`src/hw/rtl/mqtd_pkg.sv`:
```
// Shared types and constants for the multi-queue task dispatcher.
`default_nettype none
package mqtd_pkg;
  localparam int GENERAL_QUEUES = 3;
  localparam int ID_W           = 32;
  localparam int CNT_W          = 16;
  localparam int IN_W           = 40;
  localparam int OUT_W          = 40;

  localparam logic [1:0] OP_PUSH     = 2'd0;
  localparam logic [1:0] OP_POP      = 2'd1;
  localparam logic [1:0] OP_COMPLETE = 2'd2;

  localparam logic [2:0] ST_OK    = 3'd0;
  localparam logic [2:0] ST_NONE  = 3'd1;
  localparam logic [2:0] ST_FULL  = 3'd2;
  localparam logic [2:0] ST_BADQ  = 3'd3;
  localparam logic [2:0] ST_UNDER = 3'd4;

  localparam logic REG_ACTIVE_DEVICES = 1'b0;
  localparam logic REG_DEVICE_LIMIT   = 1'b1;

  localparam logic [2:0] RST_ACTIVE_DEVICES = 3'd4;
  localparam logic [7:0] RST_DEVICE_LIMIT   = 8'd5;

  typedef struct packed {
    logic load;
    logic exec;
    logic scan;
    logic emit;
  } ctl_cmd_t;

  typedef struct packed {
    logic pop_go;
    logic scan_last;
    logic out_free;
  } ctl_stat_t;
endpackage
`default_nettype wire

```
`src/hw/rtl/mqtd_ctrl.sv`:
```
// Sequencer for the dispatcher: accept, execute, scan a queue, deliver.
`default_nettype none
module mqtd_ctrl import mqtd_pkg::*; (
  input  wire logic      clk,
  input  wire logic      rst,
  input  wire logic      s_tvalid,
  output logic           s_tready,
  input  wire ctl_stat_t stat,
  output ctl_cmd_t       cmd
);
  localparam logic [1:0] S_IDLE = 2'd0;
  localparam logic [1:0] S_EXEC = 2'd1;
  localparam logic [1:0] S_SCAN = 2'd2;
  localparam logic [1:0] S_DONE = 2'd3;

  logic [1:0] state, state_next;

  assign s_tready = (state == S_IDLE);

  always_comb begin
    state_next = state;
    cmd        = '0;
    case (state)
      S_IDLE: begin
        if (s_tvalid) begin
          cmd.load   = 1'b1;
          state_next = S_EXEC;
        end
      end
      S_EXEC: begin
        cmd.exec   = 1'b1;
        state_next = stat.pop_go ? S_SCAN : S_DONE;
      end
      S_SCAN: begin
        cmd.scan = 1'b1;
        if (stat.scan_last) state_next = S_DONE;
      end
      S_DONE: begin
        // hold the result until the output register frees up
        if (stat.out_free) begin
          cmd.emit   = 1'b1;
          state_next = S_IDLE;
        end
      end
      default: state_next = S_IDLE;
    endcase
  end

  always_ff @(posedge clk) begin
    if (rst) state <= S_IDLE;
    else     state <= state_next;
  end
endmodule
`default_nettype wire

```
`src/hw/rtl/mqtd_dp.sv`:
```
// Dispatcher datapath: queue memory, fill and job counters, config, result register.
`default_nettype none
module mqtd_dp import mqtd_pkg::*; #(
  parameter int MAX_DEVICES = 4,
  parameter int QUEUE_DEPTH = 16
) (
  input  wire logic             clk,
  input  wire logic             rst,
  input  wire logic [IN_W-1:0]  s_tdata,
  input  wire logic             cfg_we,
  input  wire logic             cfg_index,
  input  wire logic [7:0]       cfg_data,
  output logic                  m_tvalid,
  input  wire logic             m_tready,
  output logic [OUT_W-1:0]      m_tdata,
  input  wire ctl_cmd_t         cmd,
  output ctl_stat_t             stat
);
  localparam int NQ = GENERAL_QUEUES + MAX_DEVICES;
  localparam int QW = $clog2(NQ);
  localparam int UW = $clog2(NQ + 1);
  localparam int CW = (UW > 3) ? UW : 3;
  localparam int FW = $clog2(QUEUE_DEPTH + 1);
  localparam int IW = $clog2(QUEUE_DEPTH);
  localparam int AW = $clog2(NQ * QUEUE_DEPTH);

  logic [1:0]      op_r;
  logic [2:0]      sel_r;
  logic [ID_W-1:0] id_r;
  logic [2:0]      ad_r;
  logic [7:0]      lim_r;
  logic [FW-1:0]   fill [NQ];
  logic [CNT_W-1:0] act [NQ];
  logic [ID_W-1:0] mem [NQ*QUEUE_DEPTH];
  logic [ID_W-1:0] mem_q;
  logic [IW-1:0]   didx, best_i;
  logic [ID_W-1:0] best_v;
  logic [QW-1:0]   pq;
  logic            res_g;
  logic [ID_W-1:0] res_id;
  logic [2:0]      res_q, res_st;

  logic [UW-1:0]   used;
  logic            sel_bad, full, pop_any, take, last;
  logic [QW-1:0]   sq, pq_c;
  logic [NQ-1:0]   elig;
  logic [IW-1:0]   fin_i;
  logic [ID_W-1:0] fin_v;
  logic [AW-1:0]   rd_addr, wr_addr;
  logic [ID_W-1:0] wr_data;
  logic            wr_en;

  function automatic logic [AW-1:0] qaddr(input logic [QW-1:0] q, input logic [IW-1:0] i);
    qaddr = AW'(q) * AW'(QUEUE_DEPTH) + AW'(i);
  endfunction

  always_comb begin
    if (int'(ad_r) > MAX_DEVICES) used = UW'(NQ);
    else used = UW'(GENERAL_QUEUES) + UW'(ad_r);
    sel_bad = CW'(sel_r) >= CW'(used);
    sq      = QW'(sel_r);
    full    = fill[sq] == FW'(QUEUE_DEPTH);
    for (int q = 0; q < NQ; q++) begin
      elig[q] = (UW'(q) < used) && (fill[q] != '0) && (act[q] != {CNT_W{1'b1}})
                && ((q < GENERAL_QUEUES) || (act[q] < CNT_W'(lim_r)));
    end
    pop_any = |elig;
    pq_c    = '0;
    for (int q = NQ - 1; q >= 0; q--) begin
      if (elig[q]) pq_c = QW'(q);
    end
    // running minimum over the entries read back one per cycle
    take  = (didx == '0) || (mem_q < best_v);
    fin_i = take ? didx : best_i;
    fin_v = take ? mem_q : best_v;
    last  = (FW'(didx) + FW'(1)) == fill[pq];

    rd_addr = cmd.exec ? qaddr(pq_c, '0) : qaddr(pq, didx + IW'(1));
    wr_en   = 1'b0;
    wr_addr = qaddr(sq, fill[sq][IW-1:0]);
    wr_data = id_r;
    if (cmd.exec && op_r == OP_PUSH && !sel_bad && !full) wr_en = 1'b1;
    if (cmd.scan && last) begin
      // move the last entry into the hole left by the minimum
      wr_en   = 1'b1;
      wr_addr = qaddr(pq, fin_i);
      wr_data = mem_q;
    end

    stat.pop_go    = (op_r == OP_POP) && pop_any;
    stat.scan_last = last;
    stat.out_free  = !m_tvalid || m_tready;
  end

  always_ff @(posedge clk) begin
    if (wr_en) mem[wr_addr] <= wr_data;
    mem_q <= mem[rd_addr];
  end

  always_ff @(posedge clk) begin
    if (rst) begin
      ad_r     <= RST_ACTIVE_DEVICES;
      lim_r    <= RST_DEVICE_LIMIT;
      m_tvalid <= 1'b0;
      for (int q = 0; q < NQ; q++) begin
        fill[q] <= '0;
        act[q]  <= '0;
      end
    end else begin
      if (cfg_we) begin
        if (cfg_index == REG_ACTIVE_DEVICES) ad_r <= cfg_data[2:0];
        else lim_r <= cfg_data;
      end
      if (cmd.load) begin
        op_r  <= s_tdata[1:0];
        sel_r <= s_tdata[4:2];
        id_r  <= s_tdata[36:5];
      end
      if (cmd.exec) begin
        res_g  <= 1'b0;
        res_id <= '0;
        res_q  <= '0;
        res_st <= ST_NONE;
        pq     <= pq_c;
        didx   <= '0;
        case (op_r)
          OP_PUSH: begin
            if (sel_bad) res_st <= ST_BADQ;
            else if (full) res_st <= ST_FULL;
            else begin
              fill[sq] <= fill[sq] + FW'(1);
              res_g    <= 1'b1;
              res_st   <= ST_OK;
            end
          end
          OP_COMPLETE: begin
            if (sel_bad) res_st <= ST_BADQ;
            else if (act[sq] == '0) res_st <= ST_UNDER;
            else begin
              act[sq] <= act[sq] - CNT_W'(1);
              res_g   <= 1'b1;
              res_st  <= ST_OK;
            end
          end
          default: ;
        endcase
      end
      if (cmd.scan) begin
        best_i <= fin_i;
        best_v <= fin_v;
        didx   <= didx + IW'(1);
        if (last) begin
          fill[pq] <= fill[pq] - FW'(1);
          act[pq]  <= act[pq] + CNT_W'(1);
          res_g    <= 1'b1;
          res_id   <= fin_v;
          res_q    <= 3'(pq);
          res_st   <= ST_OK;
        end
      end
      if (cmd.emit) begin
        m_tvalid <= 1'b1;
        m_tdata  <= {1'b0, res_st, res_q, res_id, res_g};
      end else if (m_tready) begin
        m_tvalid <= 1'b0;
      end
    end
  end
endmodule
`default_nettype wire

```
`src/hw/rtl/multi_queue_task_dispatcher_unit.sv`:
```
// Top level of the multi-queue task dispatcher.
`default_nettype none
// The dispatcher keeps three general ready queues (misc, buffers, host) and
// MAX_DEVICES device queues, each holding up to QUEUE_DEPTH task identifiers
// in one shared on-chip memory. A push word appends a task to the named
// queue; a pop word scans the queues in index order, picks the first
// non-empty queue whose active-job count is under its limit (device queues
// use device_job_limit, general queues only saturate) and returns its
// smallest identifier; a complete word decrements a queue's active count.
// Every input word yields exactly one result word. Push, complete and
// unserved pops pass through execute to the result; a served pop also
// scans its queue, because the memory has one read port and the minimum
// search reads the chosen queue one entry per cycle. The next word is taken
// once the result is in the output register, so a stalled consumer only
// blocks the block once a second result is ready. Configuration registers
// may be written any time the block is idle; there is no memory clearing
// pass after reset.
module multi_queue_task_dispatcher_unit import mqtd_pkg::*; #(
  parameter int MAX_DEVICES = 4,
  parameter int QUEUE_DEPTH = 16
) (
  input  wire logic              clk,
  input  wire logic              rst,
  input  wire logic              s_tvalid,
  output logic                   s_tready,
  // op[1:0], queue_sel[4:2], task_ident[36:5], zero fill[39:37]
  input  wire logic [IN_W-1:0]   s_tdata,
  output logic                   m_tvalid,
  input  wire logic              m_tready,
  // granted[0], task_out_ident[32:1], task_out_queue[35:33], status[38:36], zero[39]
  output logic [OUT_W-1:0]       m_tdata,
  input  wire logic              cfg_we,
  input  wire logic              cfg_index,
  input  wire logic [7:0]        cfg_data
);
  ctl_cmd_t  cmd;
  ctl_stat_t stat;

  mqtd_ctrl u_ctrl (
    .clk      (clk),
    .rst      (rst),
    .s_tvalid (s_tvalid),
    .s_tready (s_tready),
    .stat     (stat),
    .cmd      (cmd)
  );

  mqtd_dp #(
    .MAX_DEVICES (MAX_DEVICES),
    .QUEUE_DEPTH (QUEUE_DEPTH)
  ) u_dp (
    .clk       (clk),
    .rst       (rst),
    .s_tdata   (s_tdata),
    .cfg_we    (cfg_we),
    .cfg_index (cfg_index),
    .cfg_data  (cfg_data),
    .m_tvalid  (m_tvalid),
    .m_tready  (m_tready),
    .m_tdata   (m_tdata),
    .cmd       (cmd),
    .stat      (stat)
  );
endmodule
`default_nettype wire
```
`config.mk`:
```
export PLATFORM = sky130hd
export DESIGN_NAME = multi_queue_task_dispatcher_unit
export DESIGN_NICKNAME = d
export VERILOG_FILES = /design/src/hw/rtl/mqtd_pkg.sv /design/src/hw/rtl/mqtd_ctrl.sv /design/src/hw/rtl/mqtd_dp.sv /design/src/hw/rtl/multi_queue_task_dispatcher_unit.sv
export SDC_FILE = /design/constraint.sdc
export NUM_CORES = 2
export LEC_CHECK = 0
export ABC_AREA = 0
export BUFFER_PORTS_ARGS = -buffer_cell sky130_fd_sc_hd__buf_2
export CELL_PAD_IN_SITES_DETAIL_PLACEMENT = 0
export CELL_PAD_IN_SITES_GLOBAL_PLACEMENT = 1
export CORE_MARGIN = 3
export CORE_UTILIZATION = 51
export CTS_BUF_LIST = sky130_fd_sc_hd__clkbuf_8
export CTS_CLUSTER_DIAMETER = 120
export DETAILED_ROUTE_END_ITERATION = 8
export PLACE_DENSITY_LB_ADDON = 0.25
export SETUP_SLACK_MARGIN = 0.5
export SLEW_MARGIN = 25
export SYNTH_ARGS = -nofsm -noshare
export SYNTH_HDL_FRONTEND = slang
export SYNTH_SLANG_ARGS = --single-unit
```
`constraint.sdc`:
```
create_clock -name clk -period 6 [get_ports clk]
set_clock_uncertainty 0.05 [all_clocks]
set_input_delay 0 -clock clk [delete_from_list [all_inputs] [get_ports clk]]
set_output_delay 0 -clock clk [all_outputs]
set_load 0.01 [all_outputs]
```
==> results.sh <==
export IMPL_status="finished clean"
export IMPL_via_count=101000
export IMPL_die_area_um2=324000
export IMPL_maxSlewViolCount=0
export IMPL_crit_type="flip-flop to flip-flop"
export IMPL_synthCells=10800
export IMPL_slew_headroom=0.196
export IMPL_critPathSlowestCell="dfxtp_2"
export IMPL_post_cts_resized=0
export IMPL_end_kind="flip-flop"
export IMPL_synth_area_leaders="edfxtp_1 (72%), nand2_1 (3.8%), a311oi_1 (3.4%), mux2i_1 (3.3%), a211oi_1 (3.2%)"
export IMPL_crit_buf_inv=3
export IMPL_root_buffer="clkbuf_8"
export IMPL_crit_chain="mux4_2, mux2i_1, xnor2_1, nand3_1, nor2_4, nand2_1, o21ai_0, buf_4, nand2_1, buf_4, nor2_4, buf_4"
export IMPL_antenna_found_initial=26
export IMPL_area_growth_pct=14.4
export IMPL_min_period_ns=5.32
export IMPL_synth_top_family_by_area="compound AO/OA/AOI/OAI gates"
export IMPL_port_buffers=91
export IMPL_peakVddDrop_uv=299
export IMPL_synth_ff_type="edfxtp_1"
export IMPL_synth_cell_area_um2=162000
export IMPL_die_h_um=569
export IMPL_drive_above_1_share=0.154
export IMPL_ys_async_sr_fraction=0
export IMPL_hold_viol=0
export IMPL_cts_reportedPaths_clkPinSlew_ns=0.06
export IMPL_coreArea_um2=315000
export IMPL_dp_hpwl_um=282000
export IMPL_cts_tree="done"
export IMPL_crit_path_max_incr_delay_ns=0.72
export IMPL_internal_power_uw=52100
export IMPL_synth_top_area_share=0.722
export IMPL_grt_use_total=0.291
export IMPL_grt_overflow=0
export IMPL_required_ns=6.75
export IMPL_hp_class="input pin to flip-flop"
export IMPL_fmax_ghz=0.188
export IMPL_rows=206
export IMPL_grt_setup_unrepaired="no"
export IMPL_ys_warn_count=0
export IMPL_r2r_setup_slack_ns=0.68
export IMPL_antenna_left=0
export IMPL_cts_sinks=3962
export IMPL_remaining_drc_errors=0
export IMPL_avgRoutedWirePerCell_um=29.8
export IMPL_p_sw_uw=32200
export IMPL_gp_congestion=0.932
export IMPL_syn_avg_cell_area_um2=15.0
export IMPL_synthSimpleGateAreaFrac=0.0867
export IMPL_crit_family="simple AND/OR/NAND/NOR gates"
export IMPL_cts_buffers=645
export IMPL_ioPinCount=96
export IMPL_vias_per_cell=6.25
export IMPL_start_util=0.513
export IMPL_cts_max_path_buffers=4
export IMPL_design_area_um2=185000
export IMPL_grt_max_degree=152
export IMPL_crit_end="u_dp.mem[88][6]"
export IMPL_cp_max_fo=25
export IMPL_dr_pass1_iters=8
export IMPL_grt_pass1_wl_um=685000
export IMPL_seq_area_frac_synth=0.731
export IMPL_yosys_area_top_type="edfxtp_1"
export IMPL_synthTopCellsByCount="edfxtp_1 (3,889), nand2_1 (1,654), nor2b_1 (690)"
export IMPL_synth_most_common_cell="edfxtp_1"
export IMPL_cp_data_arrival_time_ns=6.07
export IMPL_final_setup_tns_ns=0
export IMPL_synthAdderAreaFrac=0.00580
export IMPL_swShare=0.382
export IMPL_synth_edf_count=3889
export IMPL_pwr_share_seq=0.381
export IMPL_crit_top_cell="buf_4"
export IMPL_synth_xor_area_frac=0.00206
export IMPL_p_clk_frac=0.259
export IMPL_fp_dieW_um=569
export IMPL_synth_fp_nets=10900
export IMPL_fill_cells=24100
export IMPL_nNetsFinal=11600
export IMPL_start_kind="flip-flop"
export IMPL_comb_power_share=0.360
export IMPL_synth_compound_area_share=0.0934
export IMPL_post_cts_setup_buffer_count=0
export IMPL_maxCapViolCount=0
export IMPL_reg2regPathDepth=12
export IMPL_post_route_period_util=0.887
export IMPL_grt_pass1_vias=97300
export IMPL_setup_viol_count_final=0
export IMPL_cp_depth=12
export IMPL_drt_total_wl_um=481000
export IMPL_clock_latency_ns=1.23
export IMPL_ys_types=79
export IMPL_multi_input_area_um2=41500
export IMPL_seq_area_um2=118000
export IMPL_leakage_uw=0.0613
export IMPL_synth_mux_area_frac=0.0606
export IMPL_drt_iter0_markers=12300
export IMPL_synth_seq_cells=3962
export IMPL_p_per_area_nw_per_um2=455
export IMPL_htree_levels=6
export IMPL_reg2reg_to="u_dp.mem[88][6]"
export IMPL_place_area_um2=172000
export IMPL_tightest_slew_ns=1.20
## cell usage in the layout (no fill, tap or decap), types with 142 or more instances in the layout
cell / n
buf_4: 387
nor2_1: 205
clkbuf_8: 661
nor3_1: 220
dlygate4sd3_1: 142
nor2b_1: 682
a311oi_1: 627
edfxtp_1: 3889
clkinv_1: 157
buf_12: 149
nand2_1: 1620
o21ai_0: 245
inv_1: 291
a21oi_1: 240
a211oi_1: 685
mux4_2: 190
mux2i_1: 528
## sequential cells by signal, summed over array words and instances (netlist names), 4 cells and up, named ones only
register / flops
u_dp.mem: 3584
u_dp.act: 128
u_dp.fill: 40
u_dp.m_tdata: 39
u_dp.best_v: 32
u_dp.id_r: 32
u_dp.mem_q: 32
u_dp.res_id: 32
u_dp.lim_r: 8
u_dp.best_i: 4
u_dp.didx: 4
## worst register-to-register path: stages (launching register included)
cell	delay (ns)
dfxtp_2	0.72
mux4_2	0.59
mux2i_1	0.39
xnor2_1	0.18
nand3_1	0.23
nor2_4	0.44
nand2_1	0.37
o21ai_0	0.28
buf_4	0.20
nand2_1	0.36
buf_4	0.31
nor2_4	0.25
buf_4	0.51
## worst min path at each step
stage / from / to / slack [ns] / depth (start not counted)
2_1_floorplan: s_tdata[5] / u_dp.id_r[0] / 0.05 / 0
3_3_place_gp: s_tdata[14] / u_dp.id_r[9] / 0.13 / 1
3_5_place_dp: s_tdata[26] / u_dp.id_r[21] / 0.13 / 1
4_1_cts: s_tdata[17] / u_dp.id_r[12] / 0.002 / 3
5_1_grt: s_tdata[30] / u_dp.id_r[25] / 0.06 / 3
6_report: m_tready / u_dp.m_tvalid / 0.16 / 6
## metrics by stage
step / setup slack, ns / cells / hold slack, ns / utilization / total power (µW)
finish: 0.677 / 16100 / 0.162 / 0.587 / 84300
global route: 0.511 / 16100 / 0.0593 / 0.587 / 87500
CTS: 0.705 / 16100 / 0.00184 / 0.587 / 84100
detailed placement: 0.759 / 14800 / 0.129 / 0.545 / 62400
global placement: 0.813 / 14800 / 0.129 / 0.544 / 62000
floorplan: 0.837 / 10800 / 0.0489 / - / 48700
## logic make-up after synthesis
family / count (synthesis)
buf+inv: 868
fa+ha+maj: 75
mux: 738
xor+xnor: 38
simple gates: 3072
other cells: 1
flops: 3962
compound gates: 2063
## timing repair
item,in CTS,in global routing
hold buffers,142,0
setup endpoints to repair,0,9
endpoints found under the hold margin,354,0
## area by class of cell
| class | instances | share of cell area |
|---|---|---|
| antenna | 17 | 0.000230 |
| clock buffer | 661 | 0.0492 |
| clock inverter | 481 | 0.0150 |
| inverter | 88 | 0.00178 |
| multi-input combinational | 5988 | 0.224 |
| sequential | 3962 | 0.639 |
| tap | 4160 | 0.0281 |
| timing repair buffer | 775 | 0.0428 |
## metal layers
metal | routed length (µm) | global-route usage | part of all wire
met5 | 47 | 0 | 0.000098
met4 | 18400 | 0.107 | 0.038
met3 | 47900 | 0.0623 | 0.10
met2 | 218000 | 0.443 | 0.45
met1 | 196000 | 0.414 | 0.41
## power by group through the flow
stage / clock, µW / sequential [µW] / combinational, µW
floorplan: 0 / 32500 / 16200
global placement: 0 / 32600 / 29400
detailed placement: 0 / 32600 / 29700
CTS: 22200 / 32100 / 29900
global route: 23500 / 32100 / 31900
finish: 21800 / 32100 / 30400
No activity file was read; power rests on OpenSTA's default activity.
